===== src/hw/rtl/rig_pkg.sv =====
// Shared types and constants for the group-reversal block.
`default_nettype none

package rig_pkg;

  localparam int unsigned VALUE_W = 32;
  localparam int unsigned GSIZE_W = 5;
  // Wide enough for any count up to the largest supported group depth.
  localparam int unsigned CNT_W   = 7;

  localparam logic [GSIZE_W-1:0] GROUP_SIZE_RESET = 5'd1;

  // Register index, taken from paddr[2].
  localparam logic REG_GROUP_SIZE = 1'b0;

  typedef struct packed {
    logic store;  // write the incoming item into the buffer
    logic start;  // begin a burst with the buffered items
    logic rd;     // read one buffered item into the output register
  } cmd_t;

  typedef struct packed {
    logic hit;    // the incoming item completes a group
    logic more;   // items of the current burst are still to be read
  } status_t;

endpackage

`default_nettype wire


===== src/hw/rtl/rig_if.sv =====
// Stream interfaces for list items in and reordered items out.
`default_nettype none

interface rig_in_if;
  logic        valid;
  logic        ready;
  logic [31:0] value;
  logic        end_of_list;

  modport source (output valid, output value, output end_of_list, input ready);
  modport sink   (input valid, input value, input end_of_list, output ready);
endinterface

interface rig_out_if;
  logic        valid;
  logic        ready;
  logic [31:0] out_value;
  logic        burst_end;
  logic        list_end;

  modport source (output valid, output out_value, output burst_end, output list_end,
                  input ready);
  modport sink   (input valid, input out_value, input burst_end, input list_end,
                  output ready);
endinterface

`default_nettype wire


===== src/hw/rtl/rig_ctrl.sv =====
// Controller state machine: accepts items and sequences buffer reads and output.
`default_nettype none

module rig_ctrl (
  input  wire logic            clk_i,
  input  wire logic            rst_ni,
  input  wire logic            in_valid_i,
  input  wire logic            end_of_list_i,
  input  wire logic            out_ready_i,
  input  wire rig_pkg::status_t status_i,
  output rig_pkg::cmd_t        cmd_o,
  output logic                 in_ready_o,
  output logic                 out_valid_o
);
  import rig_pkg::*;

  typedef enum logic [1:0] {
    ST_IDLE,
    ST_READ,
    ST_SHOW
  } state_e;

  state_e state_q;
  logic   in_ready_q;
  logic   out_valid_q;

  always_comb begin
    cmd_o.store = in_valid_i && in_ready_q;
    cmd_o.start = cmd_o.store && (status_i.hit || end_of_list_i);
    cmd_o.rd    = (state_q == ST_READ);
  end

  always_ff @(posedge clk_i or negedge rst_ni) begin
    if (!rst_ni) begin
      state_q     <= ST_IDLE;
      in_ready_q  <= 1'b1;
      out_valid_q <= 1'b0;
    end else begin
      case (state_q)
        ST_IDLE: begin
          if (cmd_o.start) begin
            state_q    <= ST_READ;
            in_ready_q <= 1'b0;
          end
        end
        ST_READ: begin
          state_q     <= ST_SHOW;
          out_valid_q <= 1'b1;
        end
        ST_SHOW: begin
          if (out_ready_i) begin
            out_valid_q <= 1'b0;
            if (status_i.more) begin
              state_q <= ST_READ;
            end else begin
              state_q    <= ST_IDLE;
              in_ready_q <= 1'b1;
            end
          end
        end
        default: begin
          state_q     <= ST_IDLE;
          in_ready_q  <= 1'b1;
          out_valid_q <= 1'b0;
        end
      endcase
    end
  end

  assign in_ready_o  = in_ready_q;
  assign out_valid_o = out_valid_q;

endmodule

`default_nettype wire


===== src/hw/rtl/rig_datapath.sv =====
// Datapath: group buffer, fill and burst counters, output register.
`default_nettype none

module rig_datapath #(
  parameter int unsigned MAX_GROUP = 16
) (
  input  wire logic                           clk_i,
  input  wire logic                           rst_ni,
  input  wire rig_pkg::cmd_t                  cmd_i,
  output rig_pkg::status_t                    status_o,
  input  wire logic [rig_pkg::VALUE_W-1:0]    value_i,
  input  wire logic                           end_of_list_i,
  input  wire logic [rig_pkg::GSIZE_W-1:0]    group_size_i,
  output logic      [rig_pkg::VALUE_W-1:0]    out_value_o,
  output logic                                burst_end_o,
  output logic                                list_end_o
);
  import rig_pkg::*;

  localparam int unsigned FW = $clog2(MAX_GROUP + 1);
  localparam int unsigned AW = (MAX_GROUP > 1) ? $clog2(MAX_GROUP) : 1;
  localparam logic [CNT_W-1:0] MaxCnt = CNT_W'(MAX_GROUP);

  logic [VALUE_W-1:0] mem_q [MAX_GROUP];
  logic [FW-1:0]      fill_q;
  logic [CNT_W-1:0]   remain_q;
  logic [AW-1:0]      idx_q;
  logic               rev_q;
  logic               last_q;
  logic [VALUE_W-1:0] out_value_q;
  logic               burst_end_q;
  logic               list_end_q;

  logic [CNT_W-1:0]   gsize_ext;
  logic [CNT_W-1:0]   k_eff;
  logic [CNT_W-1:0]   fill_next;
  logic               hit;
  logic               final_rd;

  // A size of zero acts as one; sizes beyond the buffer depth saturate.
  always_comb begin
    gsize_ext = CNT_W'(group_size_i);
    if (gsize_ext == '0) begin
      k_eff = CNT_W'(1);
    end else if (gsize_ext > MaxCnt) begin
      k_eff = MaxCnt;
    end else begin
      k_eff = gsize_ext;
    end
    fill_next = CNT_W'(fill_q) + CNT_W'(1);
    hit       = (fill_next >= k_eff);
    final_rd  = (remain_q == CNT_W'(1));
  end

  assign status_o.hit  = hit;
  assign status_o.more = (remain_q != '0);

  always_ff @(posedge clk_i) begin
    if (cmd_i.store) begin
      mem_q[fill_q[AW-1:0]] <= value_i;
    end
    if (cmd_i.rd) begin
      out_value_q <= mem_q[idx_q];
      burst_end_q <= final_rd;
      list_end_q  <= final_rd && last_q;
    end
  end

  always_ff @(posedge clk_i or negedge rst_ni) begin
    if (!rst_ni) begin
      fill_q   <= '0;
      remain_q <= '0;
      idx_q    <= '0;
      rev_q    <= 1'b0;
      last_q   <= 1'b0;
    end else begin
      if (cmd_i.store) begin
        if (cmd_i.start) begin
          // A full group is read back from the newest entry downward,
          // a short tail at the end of the list from the oldest upward.
          fill_q   <= '0;
          remain_q <= fill_next;
          idx_q    <= hit ? fill_q[AW-1:0] : '0;
          rev_q    <= hit;
          last_q   <= end_of_list_i;
        end else begin
          fill_q <= fill_next[FW-1:0];
        end
      end
      if (cmd_i.rd) begin
        remain_q <= remain_q - CNT_W'(1);
        idx_q    <= rev_q ? (idx_q - AW'(1)) : (idx_q + AW'(1));
      end
    end
  end

  assign out_value_o = out_value_q;
  assign burst_end_o = burst_end_q;
  assign list_end_o  = list_end_q;

endmodule

`default_nettype wire


===== src/hw/rtl/reverse_in_groups_of_k_unit.sv =====
// An item that completes a group or ends the list starts a burst: each result is first
// read from the buffer (ST_READ), then held in the output register (ST_SHOW) until the
// sink takes it, and the next read follows while items of the burst remain.
// Items that only fill the buffer are taken one per cycle; no item is taken during
// a burst, as the single buffer read port and output register serve the burst.
// Reset is asynchronous and active low: empty buffer, group size one, no pending output.
`default_nettype none

module reverse_in_groups_of_k_unit #(
  parameter int unsigned MAX_GROUP = 16
) (
  input  wire logic        clk_i,
  input  wire logic        rst_ni,
  input  wire logic        psel,
  input  wire logic        penable,
  input  wire logic        pwrite,
  input  wire logic [2:0]  paddr,
  input  wire logic [31:0] pwdata,
  output logic      [31:0] prdata,
  output logic             pready,
  rig_in_if.sink           in_i,
  rig_out_if.source        out_o
);
  import rig_pkg::*;

  logic [GSIZE_W-1:0] group_size_q;
  cmd_t               cmd;
  status_t            status;

  always_ff @(posedge clk_i or negedge rst_ni) begin
    if (!rst_ni) begin
      group_size_q <= GROUP_SIZE_RESET;
    end else if (psel && penable && pwrite && (paddr[2] == REG_GROUP_SIZE)) begin
      group_size_q <= pwdata[GSIZE_W-1:0];
    end
  end

  assign pready = 1'b1;
  assign prdata = (paddr[2] == REG_GROUP_SIZE) ? 32'(group_size_q) : '0;

  rig_ctrl u_ctrl (
    .clk_i         (clk_i),
    .rst_ni        (rst_ni),
    .in_valid_i    (in_i.valid),
    .end_of_list_i (in_i.end_of_list),
    .out_ready_i   (out_o.ready),
    .status_i      (status),
    .cmd_o         (cmd),
    .in_ready_o    (in_i.ready),
    .out_valid_o   (out_o.valid)
  );

  rig_datapath #(
    .MAX_GROUP (MAX_GROUP)
  ) u_datapath (
    .clk_i         (clk_i),
    .rst_ni        (rst_ni),
    .cmd_i         (cmd),
    .status_o      (status),
    .value_i       (in_i.value),
    .end_of_list_i (in_i.end_of_list),
    .group_size_i  (group_size_q),
    .out_value_o   (out_o.out_value),
    .burst_end_o   (out_o.burst_end),
    .list_end_o    (out_o.list_end)
  );

endmodule

`default_nettype wire


===== src/flat_wrapper.sv =====
// flat-port wrapper written by rule: the top's interface ports become plain ports
module reverse_in_groups_of_k_unit_flat import rig_pkg::*;
#(
  parameter int unsigned MAX_GROUP = 16
)
  (clk_i, rst_ni, psel, penable, pwrite, paddr, pwdata, prdata, pready, in_i_valid, in_i_value, in_i_end_of_list, in_i_ready, out_o_valid, out_o_out_value, out_o_burst_end, out_o_list_end, out_o_ready);
  rig_in_if in_i_i ();
  rig_out_if out_o_i ();
  input  wire logic clk_i;
  input  wire logic rst_ni;
  input  wire logic psel;
  input  wire logic penable;
  input  wire logic pwrite;
  input  wire logic [2:0] paddr;
  input  wire logic [31:0] pwdata;
  output logic      [31:0] prdata;
  output logic pready;
  input wire logic [$bits(in_i_i.valid)-1:0] in_i_valid;
  input wire logic [$bits(in_i_i.value)-1:0] in_i_value;
  input wire logic [$bits(in_i_i.end_of_list)-1:0] in_i_end_of_list;
  output wire logic [$bits(in_i_i.ready)-1:0] in_i_ready;
  output wire logic [$bits(out_o_i.valid)-1:0] out_o_valid;
  output wire logic [$bits(out_o_i.out_value)-1:0] out_o_out_value;
  output wire logic [$bits(out_o_i.burst_end)-1:0] out_o_burst_end;
  output wire logic [$bits(out_o_i.list_end)-1:0] out_o_list_end;
  input wire logic [$bits(out_o_i.ready)-1:0] out_o_ready;
  assign in_i_i.valid = in_i_valid;
  assign in_i_i.value = in_i_value;
  assign in_i_i.end_of_list = in_i_end_of_list;
  assign in_i_ready = in_i_i.ready;
  assign out_o_valid = out_o_i.valid;
  assign out_o_out_value = out_o_i.out_value;
  assign out_o_burst_end = out_o_i.burst_end;
  assign out_o_list_end = out_o_i.list_end;
  assign out_o_i.ready = out_o_ready;
  reverse_in_groups_of_k_unit #(.MAX_GROUP(MAX_GROUP)) u_core (.clk_i(clk_i), .rst_ni(rst_ni), .psel(psel), .penable(penable), .pwrite(pwrite), .paddr(paddr), .pwdata(pwdata), .prdata(prdata), .pready(pready), .in_i(in_i_i), .out_o(out_o_i));
endmodule

===== config.mk =====
export PLATFORM = sky130hd
export DESIGN_NAME = reverse_in_groups_of_k_unit_flat
export DESIGN_NICKNAME = d
export VERILOG_FILES = /design/src/hw/rtl/rig_pkg.sv /design/src/hw/rtl/rig_if.sv /design/src/hw/rtl/rig_ctrl.sv /design/src/hw/rtl/rig_datapath.sv /design/src/hw/rtl/reverse_in_groups_of_k_unit.sv /design/src/flat_wrapper.sv
export SDC_FILE = /design/constraint.sdc
export NUM_CORES = 1
export LEC_CHECK = 0
export ABC_AREA = 1
export BUFFER_PORTS_ARGS = -buffer_cell sky130_fd_sc_hd__buf_2
export CAP_MARGIN = 30
export CORE_MARGIN = 1
export CORE_UTILIZATION = 40
export DETAILED_ROUTE_END_ITERATION = 7
export GPL_TIMING_DRIVEN = 0
export PLACE_DENSITY = 0.57
export SLEW_MARGIN = 0
export SYNTH_ARGS = -nofsm -noshare
export SYNTH_HDL_FRONTEND = slang
export SYNTH_HIERARCHICAL = 1
export SYNTH_SLANG_ARGS = --single-unit

===== constraint.sdc =====
create_clock -name clk_i -period 6.5 [get_ports clk_i]
set_input_delay 0.325 -clock clk_i [delete_from_list [all_inputs] [get_ports clk_i]]
set_output_delay 0.325 -clock clk_i [all_outputs]
set_load 0.02 [all_outputs]

==> results.cfg, run 1 <==
[run_status]
outcome = complete, no violations

[worst_setup_path]
slowest_stage = dfrtp_1
slowest_delay_ns = 0.51
critPathRequiredTime_ns = 6.97
setup.worst_path.end = u_core/u_datapath/remain_q[3]
rr_startpoint = u_core/u_datapath/fill_q[0]
end_kind = flip-flop
critPathLaunch = u_core/u_datapath/fill_q[0]
r2r_cells = 19
timing.rr.end = u_core/u_datapath/remain_q[3]
worst-setup-path-type = reg2reg
r2r_slack_ns = 3.03
critPathArrivalTime_ns = 3.95
start_kind = flip-flop
path_max_fanout = 7
crit_path_cell_trace = ha_1, nand3_1, xor2_1, inv_1, ha_1, nand3_1, nor2_1, nor2_1, nand2_1, buf_4, inv_1, nand2_1, nand2_1, inv_1, nand2_1, nor2_1, inv_1, a31oi_1, o21ai_0

[final_layout]
fin_area_um2 = 27100
layout_common_cells = edfxtp_1, nor2_1, o21ai_0
diodes = 0
final_common_cell = edfxtp_1
drive_gt1_frac = 0.152
finalNonFillerCells = 2803
nets = 2090
area_growth_pct = 16.9
fillers = 5065

[floorplanning]
die_area_um2 = 59000
rows = 87
io_pins = 144
die_y_um = 243
coreArea_um2 = 56800
start_util = 0.408
die_width_um = 243

[clock_tree]
numCtsBuffers = 58
hold_buffers = 7
post_cts_buffers = 0
path_clk_slew_ns = 0.06
ctsResizeCount = 0
tritoncts = yes
htree_levels = 2
cts_max_path_buffers = 3
clock-sinks = 573
root_buffer = clkbuf_16
worst_skew_pair.late_latency_ns = 0.62

[pwr]
power_w = 0.0122
power.density_nw_per_um2 = 451
peakVddDrop_v = 0.000220
p_leak_nw = 9.34

[sta]
setup_tns_ns = 0
hold_viol_final = 0
rsz0062_at_grt = no
finClkSkew_ns = 0.0200
tightest_slew_ns = 1.00
fin_crit_ns = 3.47
setup_viol = 0
period_share = 0.535
drv_slew = 0
fmax_mhz = 288
slew_headroom = 0.332

[drt]
vias = 15522
drc_errors = 0
wl_um = 71300
viasPerCell = 5.54
drt_first_pass_iters = 5
wl_per_cell_um = 25.4
ant_nets = 0
dr.first_iter.drc_count = 1509

[placement]
port_buffers = 86
place_inst = 2689
postPlaceCellArea_um2 = 25200
place_congestion = 0.819
dp_hpwl_um = 45400

[logic_synthesis]
synth_cell_types = 43
syn-instance-count = 1799
synth_seq_cells = 573
yosysWarningCount = 6
syn_area_per_cell_um2 = 12.9
syn_area_um2 = 23200
seq_area_frac_synth = 0.736

[global_route]
antenna_found_initial = 0
grt_pass1_vias = 15110
grt_max_degree = 28
grt.overflow.total = 0
grt_use_total = 0.242
grt_pass1_wl_um = 103000

[hold_path]
hold_depth = 4
worst_hold_path_type = in2reg

[run]
cap_violations = 0
==> sequential cells by signal, indices dropped and copies added (netlist names) <==
register	count
u_core/u_datapath/list_end_o	1
u_core/u_datapath/remain_q	7
u_core/u_datapath/last_q	1
u_core/u_datapath/rev_q	1
u_core/u_datapath/mem_q	512
u_core/u_datapath/out_value_o	32
u_core/u_ctrl/out_valid_o	1
u_core/u_datapath/fill_q	5
u_core/group_size_q	5
u_core/u_datapath/burst_end_o	1
u_core/u_ctrl/state_q	2
u_core/u_ctrl/in_ready_o	1
u_core/u_datapath/idx_q	4
==> worst min-delay path by stage <==
stage                                           endpoint            from
after detailed placement          u_core/group_size_q[1]          rst_ni
after floorplan                   u_core/group_size_q[1]          rst_ni
final                             u_core/group_size_q[0]        paddr[2]
after CTS                         u_core/group_size_q[0]        paddr[2]
after global routing      u_core/u_datapath/mem_q[1][29]  in_i_value[29]
after global placement            u_core/group_size_q[1]          rst_ni
==> cell families (layout without fill, tap and decap cells) <==
kind of cell / Yosys count / after routing / synth area share
adder cells (fa/ha/maj): 14 / 14 / 0.00787
other: 2 / 28 / 0.000324
flip-flops: 573 / 573 / 0.736
buffers and inverters: 196 / 418 / 0.0445
multiplexers: 1 / 1 / 0.000485
AO/OA/AOI/OAI: 428 / 428 / 0.108
AND/OR/NAND/NOR: 578 / 578 / 0.0999
XOR/XNOR: 7 / 7 / 0.00264
==> where the power goes <==
| group | switching (W) | internal [W] |
|---|---|---|
| clock network | 0.00140 | 0.00185 |
| registers | 0.000122 | 0.00443 |
| logic | 0.00318 | 0.00126 |
| total | 0.00470 | 0.00753 |
==> synthesized netlist by cell type (all sizes together) <==
| master | number | share of area |
|---|---|---|
| o21ai | 267 | 0.058 |
| nand3 | 84 | 0.018 |
| nor3 | 2 | 0.00043 |
| inv | 58 | 0.0095 |
| o211ai | 129 | 0.043 |
| a31oi | 1 | 0.00027 |
| o22ai | 2 | 0.00054 |
| a22oi | 1 | 0.00032 |
| nand3b | 2 | 0.00065 |
| and2 | 1 | 0.00027 |
| nand2 | 100 | 0.017 |
| nor2 | 385 | 0.063 |
| clkbuf | 46 | 0.0079 |
| edfxtp | 546 | 0.71 |
| xor2 | 4 | 0.0015 |
| or2 | 1 | 0.00027 |
| o221ai | 2 | 0.00076 |
| buf | 91 | 0.027 |
| nand4 | 1 | 0.00027 |
| dfrtp | 25 | 0.027 |
| ha | 13 | 0.0070 |
| conb | 2 | 0.00032 |
| nand2b | 1 | 0.00027 |
| mux2 | 1 | 0.00049 |
| xnor2 | 3 | 0.0011 |
| a21oi | 26 | 0.0063 |
| clkinv | 1 | 0.00016 |
| fa | 1 | 0.00086 |
| nor4 | 1 | 0.00027 |
| dfstp | 2 | 0.0023 |
==> critical path, delay by kind of cell, from the launching register on <==
kind	cells	cell delay [ns]
and+or+nand+nor	9	1.09
DFF	1	0.51
adders and majority gates	2	0.58
xor gates and xnor gates	1	0.29
buffers and inverters	5	0.57
AOI/OAI and AO/OA	2	0.31
==> layout make-up <==
type,count,area [µm²],share of cell area
timing repair buffer,116,953,0.0351
buffer,137,810,0.0298
clock inverter,31,246,0.00909
clock buffer,75,1570,0.0577
tap,756,946,0.0349
multi-input combinational,1056,5310,0.196
inverter,59,224,0.00825
sequential,573,17100,0.629
==> through the flow <==
step	utilization	worst slack, ns	hold slack, ns
6_report	0.477	3.03	0.0663
5_1_grt	0.477	2.74	0.0851
4_1_cts	0.477	3.02	0.0460
3_5_place_dp	0.444	3.05	0.386
3_3_place_gp	0.434	1.68	0.385
2_1_floorplan	-	3.75	0.0294
==> layer usage <==
layer,up-vias,GRT usage,share of wire
li1,6883,-,-
met1,7781,0.321,0.40
met2,725,0.402,0.48
met3,133,0.0484,0.087
met4,0,0.0688,0.027
met5,-,0,0
Power figures use the tool's default switching activity.
==> inputs of run 2 (changes only) <==
Clock period 6.5 ns to 3.6 ns, I/O delays scaled along.
==> run 2 against run 1 <==
Maximum frequency grew 5.1%. Clock power increased by 80%. Hold slack about the same. Sequential power grew 80%. Routed wire length rose by 0.37%. Count of clock-buffer cells in the layout stayed put. Non-clock buffer count rose by 43.
==> results.cfg, run 2 (synthesis results as in run 1) <==
[run_status]
outcome = complete, no violations

[worst_setup_path]
critPathRequiredTime_ns = 4.07
start_kind = flip-flop
rr_startpoint = u_core/u_datapath/fill_q[0]
end_kind = flip-flop
slowest_delay_ns = 0.51
path_max_fanout = 7
critPathArrivalTime_ns = 3.78
r2r_cells = 19
worst-setup-path-type = reg2reg
crit_path_cell_trace = ha_1, nand3_1, xor2_2, inv_1, ha_1, nand3_1, nor2_1, nor2_1, nand2_1, buf_4, inv_1, nand2_1, nand2_1, inv_1, nand2_1, nor2_2, inv_1, a31oi_1, o21ai_0
critPathLaunch = u_core/u_datapath/fill_q[0]
setup.worst_path.end = u_core/u_datapath/remain_q[3]
slowest_stage = dfrtp_1
r2r_slack_ns = 0.29
timing.rr.end = u_core/u_datapath/remain_q[3]

[final_layout]
layout_common_cells = edfxtp_1, nor2_1, o21ai_0
largest_reg_flops = 512
multi_input_area_um2 = 5320
final_common_cell = edfxtp_1
diodes = 0
fillers = 5041
nets = 2133
regArea_um2 = 17100
area_growth_pct = 18.8
finalNonFillerCells = 2846
drive_gt1_frac = 0.150

[drt]
viasPerCell = 5.52
wl_um = 71600
dr.first_iter.drc_count = 1571
drt_first_pass_iters = 5
wl_per_cell_um = 25.1
drc_errors = 0
vias = 15724
ant_nets = 0

[global_route]
grt_pass1_wl_um = 103000
grt_use_total = 0.243
antenna_found_initial = 0
grt_max_degree = 28
grt_pass1_vias = 15287
grt.overflow.total = 0

[clock_tree]
worst_skew_pair.late_latency_ns = 0.62
clock-sinks = 573
htree_levels = 2
tritoncts = yes
cts_max_path_buffers = 3
path_clk_slew_ns = 0.06
root_buffer = clkbuf_16
numCtsBuffers = 58

[floorplanning]
start_util = 0.408
die_width_um = 243
die_y_um = 243
die_area_um2 = 59000
io_pins = 144
coreArea_um2 = 56800
rows = 87

[sta]
setup_viol = 0
finClkSkew_ns = 0.0209
fin_crit_ns = 3.31
hold_viol_final = 0
rsz0062_at_grt = no
drv_slew = 0
fin_ws_ns = 0.294
slew_headroom = 0.317
tightest_slew_ns = 1.02
setup_tns_ns = 0
period_share = 0.918
fmax_mhz = 302

[placement]
place_congestion = 0.819
place_inst = 2689
port_buffers = 86
dp_hpwl_um = 45400
dp_slack_ns = 0.151

[pwr]
p_leak_nw = 9.51
power_w = 0.0221
power.density_nw_per_um2 = 803
peakVddDrop_v = 0.000400

[run]
cap_violations = 0

[hold_path]
min_from = in_i_valid
worst_hold_path_type = in2reg
[run 2: cell count changes in the layout (fill, tap and decap cells not counted)]
| cell | before | now |
|---|---|---|
| dlygate4sd3_1 | 7 | 50 |
| xor2_1 | 4 | 3 |
| nor2_2 | 0 | 1 |
| xor2_2 | 0 | 1 |
| nor2_1 | 368 | 367 |
[run 2: worst max-delay path, delay by kind of cell (launching register included)]
kind	cells	cell delay, ns
DFF	1	0.51
AOI/OAI and AO/OA	2	0.30
xor gates and xnor gates	1	0.23
adders and majority gates	2	0.57
and+or+nand+nor	9	1.03
buffers and inverters	5	0.52
[run 2: timing repair]
item,4_1_cts,5_1_grt
setup endpoints to repair,0,5
buffers inserted,0,0
endpoints found under the hold margin,546,0
gates resized for setup,0,2
hold buffers,50,0
[run 2: through the flow]
stage,area (µm²),util,hold WS (ns)
after floorplan,23300,-,-0.116
after global placement,24700,0.434,0.240
after detailed placement,25200,0.444,0.241
after CTS,27500,0.485,0.0354
after global routing,27600,0.485,0.0786
final,27600,0.485,0.0664
[run 2: worst min path at each step]
stage                                              to  cells past startpoint
final                     u_core/u_datapath/fill_q[1]                      5
after CTS                 u_core/u_datapath/fill_q[1]                      5
after global routing      u_core/u_datapath/fill_q[1]                      5
after floorplan                u_core/group_size_q[1]                      0
after detailed placement       u_core/group_size_q[1]                      1
after global placement         u_core/group_size_q[1]                      1
[run 2: power breakdown]
| part | leakage (nW) | internal, W | switching [W] |
|---|---|---|---|
| clock | 0.888 | 0.00333 | 0.00253 |
| combinational | 3.37 | 0.00231 | 0.00574 |
| sequential | 5.26 | 0.00801 | 0.000223 |
[run 2: routing by layer]
metal / wire length [µm] / vias to the layer above / global-route usage
li1: - / 6968 / -
met1: 29000 / 7881 / 0.322
met2: 34500 / 734 / 0.405
met3: 6080 / 141 / 0.0477
met4: 1980 / 0 / 0.0688
met5: 0 / - / 0
[run 2: layout make-up]
| cell class | count | share of cell area |
|---|---|---|
| repair buffers | 159 | 0.0502 |
| inverters | 59 | 0.00812 |
| multi-input cells | 1056 | 0.193 |
| clock buffers | 75 | 0.0568 |
| plain buffers | 137 | 0.0294 |
| well taps | 756 | 0.0343 |
| clock inverters | 31 | 0.00894 |
| flip-flops and latches | 573 | 0.619 |
==> inputs of run 3 (changes only) <==
Settings changed: SYNTH_HIERARCHICAL 1 to not set.
==> run 3 against run 2 <==
Core utilization shrank 0.068 points. Hold slack worse by 0.028 ns. Global-route usage is 0.57 points higher. Final area down 0.33%.
==> results.cfg, run 3 <==
[run_status]
outcome = complete, no violations

[worst_setup_path]
r2r_slack_ns = 0.64
crit_buf_inv = 3
path_max_fanout = 19
critPathRequiredTime_ns = 3.93
path_delay_family = simple AND/OR/NAND/NOR gates
crit_path_cell_trace = nand2_1, inv_1, clkbuf_1, nand2_1, nor2_4, buf_16
critPathArrivalTime_ns = 3.29
slowest_stage = nor2_4
start_kind = flip-flop
end_kind = flip-flop
slowest_delay_ns = 0.80
worst-setup-path-type = reg2reg
cpMostUsedCell = nand2_1

[logic_synthesis]
synth_edf_count = 546
syn_area_per_cell_um2 = 13.2
yosysMostFrequentCell = edfxtp_1
syn-instance-count = 1743
syn_area_um2 = 23100
synth_seq_cells = 573
synth_top_family_by_area = compound AO/OA/AOI/OAI gates
synth_cell_types = 35
seq_area_frac_synth = 0.741
synth-simple-area-share = 0.0831
synth-main-ff-cell = edfxtp_1
synthArstFlopShare = 0.0471
synthMuxAreaShare = 0
synthTopCellsByCount = edfxtp_1, nor2_1, o21ai_0
synth.largest_area_cell = edfxtp_1
synth_area_leaders = edfxtp_1, nor2_1, o21ai_0
synth-compound-area-share = 0.122
yosysWarningCount = 0
synth_fa_ha_area_frac = 0.00792
synth-xor-area-share = 0.00190
synth_top_area_frac = 0.711

[sta]
finClkSkew_ns = 0.0342
hold_viol_final = 0
fmax_mhz = 338
whs_ns = 0.0384
rsz0062_at_grt = no
setup_viol = 0
slew_headroom = 0.315
period_share = 0.822
tightest_slew_ns = 1.03
drv_slew = 0
fin_ws_ns = 0.643
fin_crit_ns = 2.96

[placement]
dp_slack_ns = 0.655
postPlaceCellArea_um2 = 25100
port_buffers = 86
place_congestion = 0.819
dp_hpwl_um = 46000

[global_route]
grt_pass1_vias = 15429
grt.overflow.total = 0
grt.busiest_layer = met2
grt_pass1_wl_um = 106000
grt_max_degree = 28
use_met1 = 0.332
met3_usage = 0.0490
grt_use_met2 = 0.405
grt_use_total = 0.249
antenna_found_initial = 0

[final_layout]
diodes = 0
area_growth_pct = 19.2
fin_area_um2 = 27500
final_common_cell = edfxtp_1
nets = 2070
layout_common_cells = edfxtp_1, nor2_1, o21ai_0
drive_gt1_frac = 0.154
largest_reg_flops = 512

[run]
cap_violations = 0

[hold_path]
worst_hold_path_type = in2reg

[floorplanning]
die_width_um = 242
io_pins = 144
die_y_um = 242
coreArea_um2 = 56700
start_util = 0.407
rows = 87
die_area_um2 = 58600

[clock_tree]
numCtsBuffers = 60
hold_buffers = 41
post_cts_buffers = 0
path_clk_slew_ns = 0.06
tritoncts = yes
ctsResizeCount = 0
worst_skew_pair.late_latency_ns = 0.64
cts_max_path_buffers = 3
htree_levels = 2
clock-sinks = 573
root_buffer = clkbuf_16

[drt]
drt_first_pass_iters = 5
viasPerCell = 5.67
vias = 15803
ant_nets = 0
dr.first_iter.drc_count = 1837
wl_um = 73000
drc_errors = 0
wl_per_cell_um = 26.2

[pwr]
p_leak_nw = 9.44
peakVddDrop_v = 0.000453
power.density_nw_per_um2 = 764
-- run 3: cell count changes after synthesis, sizes merged, moves of 2 or more --
cell and delta:
nand3 -40, a21oi +3, xnor2 -2, nand2 +11, buf -4, o221ai +42, clkbuf +6, nor2 -54
o22ai +29, inv -10, o211ai -44, nand3b -2, o21ai +13
-- run 3: layout make-up --
type                       instances  area (µm²)
buffer                           139         835
clock buffer                      72        1600
clock inverter                    40         350
fill                            4955       29200
inverter                          49         189
multi-input combinational       1008        5170
sequential                       573       17100
tap                              756         946
timing repair buffer             150        1310
-- run 3: worst paths after layout --
kind                                               start                             end  cells past startpoint
max in group asynchronous                         rst_ni         u_core.u_datapath.rev_q                      2
worst min register to register  u_core.u_ctrl.in_ready_o        u_core.u_ctrl.in_ready_o                      2
worst min-delay path                              pwrite          u_core.group_size_q[0]                      3
min in group asynchronous                         rst_ni          u_core.group_size_q[2]                      2
worst max-delay path            u_core.u_ctrl.in_ready_o  u_core.u_datapath.mem_q[12][4]                      6
worst max register to register  u_core.u_ctrl.in_ready_o  u_core.u_datapath.mem_q[12][4]                      6
-- run 3: logic make-up (layout without fill, tap and decap cells) --
logic type               count (synthesis)  after routing
flip-flops                             573            573
AND/OR/NAND/NOR                        491            491
AO/OA/AOI/OAI                          470            470
buffers and inverters                  188            450
adder cells (fa/ha/maj)                 14             14
XOR/XNOR                                 5              5
other                                    2             28
-- run 3: power by group --
group          switching, W  internal, W  total (W)
combinational       0.00485      0.00189    0.00673
clock               0.00263      0.00357    0.00620
sequential         0.000165      0.00789    0.00806
-- run 3: through the flow --
step	total power, W	utilization	TNS, ns	std cells
final	0.0210	0.485	0	2787
after global routing	0.0218	0.485	0	2787
after CTS	0.0210	0.484	0	2785
after detailed placement	0.0148	0.442	0	2632
after global placement	0.0146	0.433	-687.33	2611
after floorplan	0.0119	-	0	1769
-- run 3: tightest hold or removal path, delay by kind of cell --
family,cells,cell delay [ns]
AOI/OAI and AO/OA,1,0.12
buffers and inverters,1,0.10
and+or+nand+nor,1,0.27
-- run 3: per-layer routing --
layer | part of all wire | up-vias
met5 | 0 | -
met4 | 0.034 | 0
met3 | 0.090 | 147
met2 | 0.47 | 857
met1 | 0.40 | 7934
li1 | - | 6865
